--- config.mk ---
export PLATFORM = sky130hd
export DESIGN_NAME = vog_axis_unit
export DESIGN_NICKNAME = d
export VERILOG_FILES = /design/src/vog_pkg.sv /design/src/vog_axis_unit.sv
export SDC_FILE = /design/constraint.sdc
export NUM_CORES = 2
export LEC_CHECK = 0
export BUFFER_PORTS_ARGS = -buffer_cell sky130_fd_sc_hd__buf_2
export CORE_MARGIN = 2
export CORE_UTILIZATION = 65
export DETAILED_ROUTE_END_ITERATION = 8
export PLACE_DENSITY = 0.83
export SYNTH_ARGS = -nofsm -noshare
export SYNTH_HDL_FRONTEND = slang
export SYNTH_SLANG_ARGS = --single-unit
--- constraint.sdc ---
create_clock -name clk -period 25.2 [get_ports clk]
set_input_delay 2.52 -clock clk [delete_from_list [all_inputs] [get_ports clk]]
set_output_delay 2.52 -clock clk [all_outputs]
set_load 0.005 [all_outputs]
--- src/vog_pkg.sv ---
package vog_pkg;

    localparam int COORD_W = 32;
    localparam int SIZE_REG_W = 7;
    localparam int RAD_REG_W = 3;
    localparam int RAD_W = 4;
    localparam int VOXEL_OUT_W = 6;
    localparam int CFG_IDX_W = 3;
    localparam int CFG_DATA_W = 32;

    localparam logic [SIZE_REG_W-1:0] SIZE_RESET = 7'd64;
    localparam logic [COORD_W-1:0] INV_RES_RESET = 32'd327680;
    localparam logic [RAD_REG_W-1:0] RADIUS_RESET = 3'd1;

    typedef enum logic [CFG_IDX_W-1:0] {
        CFG_ORIGIN_X = 3'd0,
        CFG_ORIGIN_Y = 3'd1,
        CFG_ORIGIN_Z = 3'd2,
        CFG_INV_RES  = 3'd3,
        CFG_SIZE_X   = 3'd4,
        CFG_SIZE_Y   = 3'd5,
        CFG_SIZE_Z   = 3'd6,
        CFG_RADIUS   = 3'd7
    } vog_cfg_idx_t;

    typedef enum logic {
        OP_MARK  = 1'b0,
        OP_QUERY = 1'b1
    } vog_op_t;

    typedef enum logic [3:0] {
        ST_CLEAR,
        ST_IDLE,
        ST_AXIS,
        ST_PLAN,
        ST_ROW_RD,
        ST_ROW_WR,
        ST_QUERY_BIT,
        ST_DONE
    } vog_state_t;

endpackage

--- src/vog_axis_unit.sv ---
// Shared index unit: one axis enters per cycle, and its result appears in the next cycle.
module vog_axis_unit #(
    parameter int SW = 7,
    parameter int IW = 6
) (
    input  logic                               clk,
    input  logic signed [vog_pkg::COORD_W-1:0] point,
    input  logic signed [vog_pkg::COORD_W-1:0] origin,
    input  logic [vog_pkg::COORD_W-1:0]        inv_res,
    input  logic [SW-1:0]                      size,
    output logic                               in_map,
    output logic [IW-1:0]                      clamp
);
    import vog_pkg::*;

    logic signed [COORD_W:0]     diff;
    logic [2*COORD_W-1:0]        prod;
    logic [2*COORD_W-1:0]        prod_reg;
    logic                        neg_reg;
    logic                        zinv_reg;
    logic [COORD_W-1:0]          idx;
    logic                        below;
    logic                        over;

    always_comb
    begin
        diff = (COORD_W+1)'(point) - (COORD_W+1)'(origin);
        prod = (2*COORD_W)'(diff[COORD_W-1:0]) * (2*COORD_W)'(inv_res);
    end

    always_ff @(posedge clk)
    begin
        prod_reg <= prod;
        neg_reg  <= diff[COORD_W];
        zinv_reg <= (inv_res == '0);
    end

    always_comb
    begin
        idx   = prod_reg[2*COORD_W-1:COORD_W];
        below = neg_reg & ~zinv_reg;
        over  = ~neg_reg & (idx >= COORD_W'(size));
        if (neg_reg)
        begin
            clamp = '0;
        end
        else if (over)
        begin
            clamp = IW'(size - SW'(1));
        end
        else
        begin
            clamp = IW'(idx);
        end
        in_map = ~below & ~over;
    end
endmodule

==> results.toml <==
[floorplan]
die-height_microns = 238
row_count = 85
i_o_pins = 111
fp.dieArea_sq_um = 56500
initial_core_util_pct = 65.8
chipWidth_microns = 238
coreArea_sq_um = 53900

[critical_path]
buf_inv_stages_crit_path = 5
path_max_fanout = 32
critical_path.max_stage_delay_ns = 0.68
timing.critical_path.from_type = "input port"
worst-endpoint-arrival_ns = 12.92
worstSetupPathType = "in2reg"
path_delay_family = "adder cells"
critical-path-top-cell-by-count = "sky130_fd_sc_hd__fa_1"
cp-end-kind = "register"
required_ns = 25.36
crit_path_top_delay_cell = "sky130_fd_sc_hd__nor3_1"

[global_routing]
overflow = 0
grt.met1_usage_pct = 46.8
antenna_found_initial = 1
grt_busiest_layer = "met2"
groute.layer.met3.usage_pct = 6.93
grt_use_total_pct = 36.3
grt_use_met2_pct = 58.6
grt_pass1_wl_mm = 158
grt_max_degree = 34
grt_pass1_vias = 29600

[synthesis]
synth_area_per_cell_sq_um = 8.94
ys_seq_elements = 34
yosys.cell_types.count = 60
netlist_instances = 3970
synth_enable_flop_cells = 0
synthesis.nets = 5270
netlist_area_sq_um = 35500
synth_seq_area_share_pct = 1.92
asyncSetResetFlopFracSynth_pct = 0
yosysWarnings = 0
yosys_most_used_dff = "sky130_fd_sc_hd__dfxtp_1"

[cells_and_area]
syn_to_final_growth_pct = 3.45
nFillCells = 4129
layout_net_count = 5207
largest_register_ffs = 32
final_layout_size_suffix_gt1_share_pct = 4.91

[sta]
setup_tns_ns = 0
worst_slew_margin_rel_pct = 31.7
final-max-slew-violation-count = 0
tightestPinTransition_ns = 1.02
rsz0062_at_grt = "false"
setup_violations = 0
final.period_utilization_pct = 50.6
highest_clock_rate_ghz = 0.0784
finalCriticalPeriod_ns = 12.75
final-hold-violation-count = 0

[clocking]
cts.repair_timing.setup_buffer_count = 0
cts-hold-fix-buffers = 0
tritoncts = "built"
tritoncts.num_buffers = 5
clkSinkCount = 34
cts-root-buf = "sky130_fd_sc_hd__clkbuf_16"
cts_repair_resize_count = 0
clkSlewWorstSetupHoldPaths_ns = 0.05
htree_levels = 2
clock_path_buffers = 2

[hold_path]
hold_path_startpoint = "point[31]"
hold_depth = 3
holdPathEnd = "neg_reg"
worst_min_delay_path_class = "in2reg"

[detailed_routing]
drc = 0
drt-total-wl_mm = 97.1
ant_nets = 0
viasPerCell = 5.92
dr_iter_0_viols = 2194
drt_pass1_iterations = 6
wire_per_inst_microns = 21.1
num_vias = 27300

[flow_run]
maxCapViolCount = 0

[run_status]
run_status = "complete, no violations"

[placed_design]
port_buffers = 110
place.gp.congestion = 0.953
detailedPlacementHpwl_mm = 72.7
## cell families after synthesis
kind of cell / after synthesis / share of synthesized area (%)
xor+xnor: 66 / 1.63
fa+ha+maj: 1196 / 61.1
simple gates: 1247 / 18.0
compound gates: 286 / 5.20
mux: 2 / 0.0564
flops: 34 / 1.92
buf+inv: 1139 / 12.1
## worst max path at each step
| stage | start | to | slack, ns | cells past startpoint |
|---|---|---|---|---|
| after CTS | point[0] | prod_reg[60] | 12.60 | 34 |
| final | origin[1] | prod_reg[60] | 12.45 | 32 |
| after global placement | point[0] | prod_reg[60] | 12.31 | 34 |
| after detailed placement | point[0] | prod_reg[60] | 12.37 | 34 |
| after floorplan | origin[12] | prod_reg[61] | 14.01 | 37 |
| after global routing | point[0] | prod_reg[60] | 11.94 | 35 |
## layout by cell type, fill, tap and decap left out, types with 5 or more instances in the layout
master | synthesis | routed
sky130_fd_sc_hd__xor2_2 | 0 | 10
sky130_fd_sc_hd__nand2b_1 | 33 | 33
sky130_fd_sc_hd__ha_1 | 300 | 300
sky130_fd_sc_hd__a21boi_0 | 7 | 6
sky130_fd_sc_hd__and4_1 | 7 | 7
sky130_fd_sc_hd__nand3_1 | 18 | 18
sky130_fd_sc_hd__nor4_1 | 15 | 15
sky130_fd_sc_hd__nor2_1 | 57 | 56
sky130_fd_sc_hd__inv_1 | 925 | 925
sky130_fd_sc_hd__o211ai_1 | 6 | 6
sky130_fd_sc_hd__fa_1 | 896 | 896
sky130_fd_sc_hd__nor3_1 | 6 | 6
sky130_fd_sc_hd__xnor2_2 | 0 | 16
sky130_fd_sc_hd__o21ai_0 | 48 | 48
sky130_fd_sc_hd__o21a_1 | 8 | 8
sky130_fd_sc_hd__xnor2_1 | 46 | 30
sky130_fd_sc_hd__a211oi_1 | 13 | 13
sky130_fd_sc_hd__buf_2 | 3 | 110
sky130_fd_sc_hd__xor2_1 | 20 | 10
sky130_fd_sc_hd__a21o_1 | 59 | 59
sky130_fd_sc_hd__and3_1 | 10 | 10
sky130_fd_sc_hd__a21oi_1 | 90 | 89
sky130_fd_sc_hd__and2_1 | 502 | 502
sky130_fd_sc_hd__nand4_1 | 19 | 19
sky130_fd_sc_hd__a31oi_1 | 10 | 10
sky130_fd_sc_hd__buf_4 | 0 | 34
sky130_fd_sc_hd__o21bai_1 | 7 | 7
sky130_fd_sc_hd__clkbuf_16 | 0 | 5
sky130_fd_sc_hd__dfxtp_1 | 34 | 34
sky130_fd_sc_hd__nor2b_1 | 46 | 46
sky130_fd_sc_hd__nand2_1 | 518 | 518
## metrics by stage
stage | worst slack, ns | instances | util (%) | cell area [sq um] | hold slack [ns]
after floorplan | 14.01 | 3970 | - | 35500 | 2.68
after global placement | 12.31 | 4596 | 67.8 | 36600 | 2.91
after detailed placement | 12.37 | 4596 | 67.8 | 36600 | 2.90
after CTS | 12.60 | 4604 | 68.1 | 36700 | 2.61
after global routing | 11.94 | 4605 | 68.1 | 36700 | 2.64
final | 12.45 | 4608 | 68.1 | 36700 | 2.62
## cells in the mapped netlist, types with 18 or more instances
cell type,number,area share (%)
sky130_fd_sc_hd__inv_1,925,9.8
sky130_fd_sc_hd__fa_1,896,51
sky130_fd_sc_hd__nand2_1,518,5.5
sky130_fd_sc_hd__and2_1,502,8.8
sky130_fd_sc_hd__ha_1,300,11
sky130_fd_sc_hd__clkbuf_1,208,2.2
sky130_fd_sc_hd__a21oi_1,90,1.3
sky130_fd_sc_hd__a21o_1,59,1.2
sky130_fd_sc_hd__nor2_1,57,0.60
sky130_fd_sc_hd__o21ai_0,48,0.68
sky130_fd_sc_hd__nor2b_1,46,0.81
sky130_fd_sc_hd__xnor2_1,46,1.1
sky130_fd_sc_hd__dfxtp_1,34,1.9
sky130_fd_sc_hd__nand2b_1,33,0.58
sky130_fd_sc_hd__xor2_1,20,0.49
sky130_fd_sc_hd__nand4_1,19,0.33
sky130_fd_sc_hd__nand3_1,18,0.25
## per-layer routing
metal	part of all wire [%]	up-vias
met2	47	1549
met5	0	-
met1	37	13800
met3	10	377
met4	6.2	0
li1	-	11500
## layout make-up
class,count,area [sq um],share of cell area (%)
flip-flops and latches,34,681,1.85
clock buffers,7,143,0.388
inverters,925,3470,9.46
well taps,696,871,2.37
multi-input cells,2797,30700,83.7
diodes,4,10.0,0.0273
clock inverters,1,5.00,0.0136
repair buffers,144,806,2.19
Power is not shown: default switching activity piles up to over one toggle a cycle in this logic, so the estimate is an artifact.
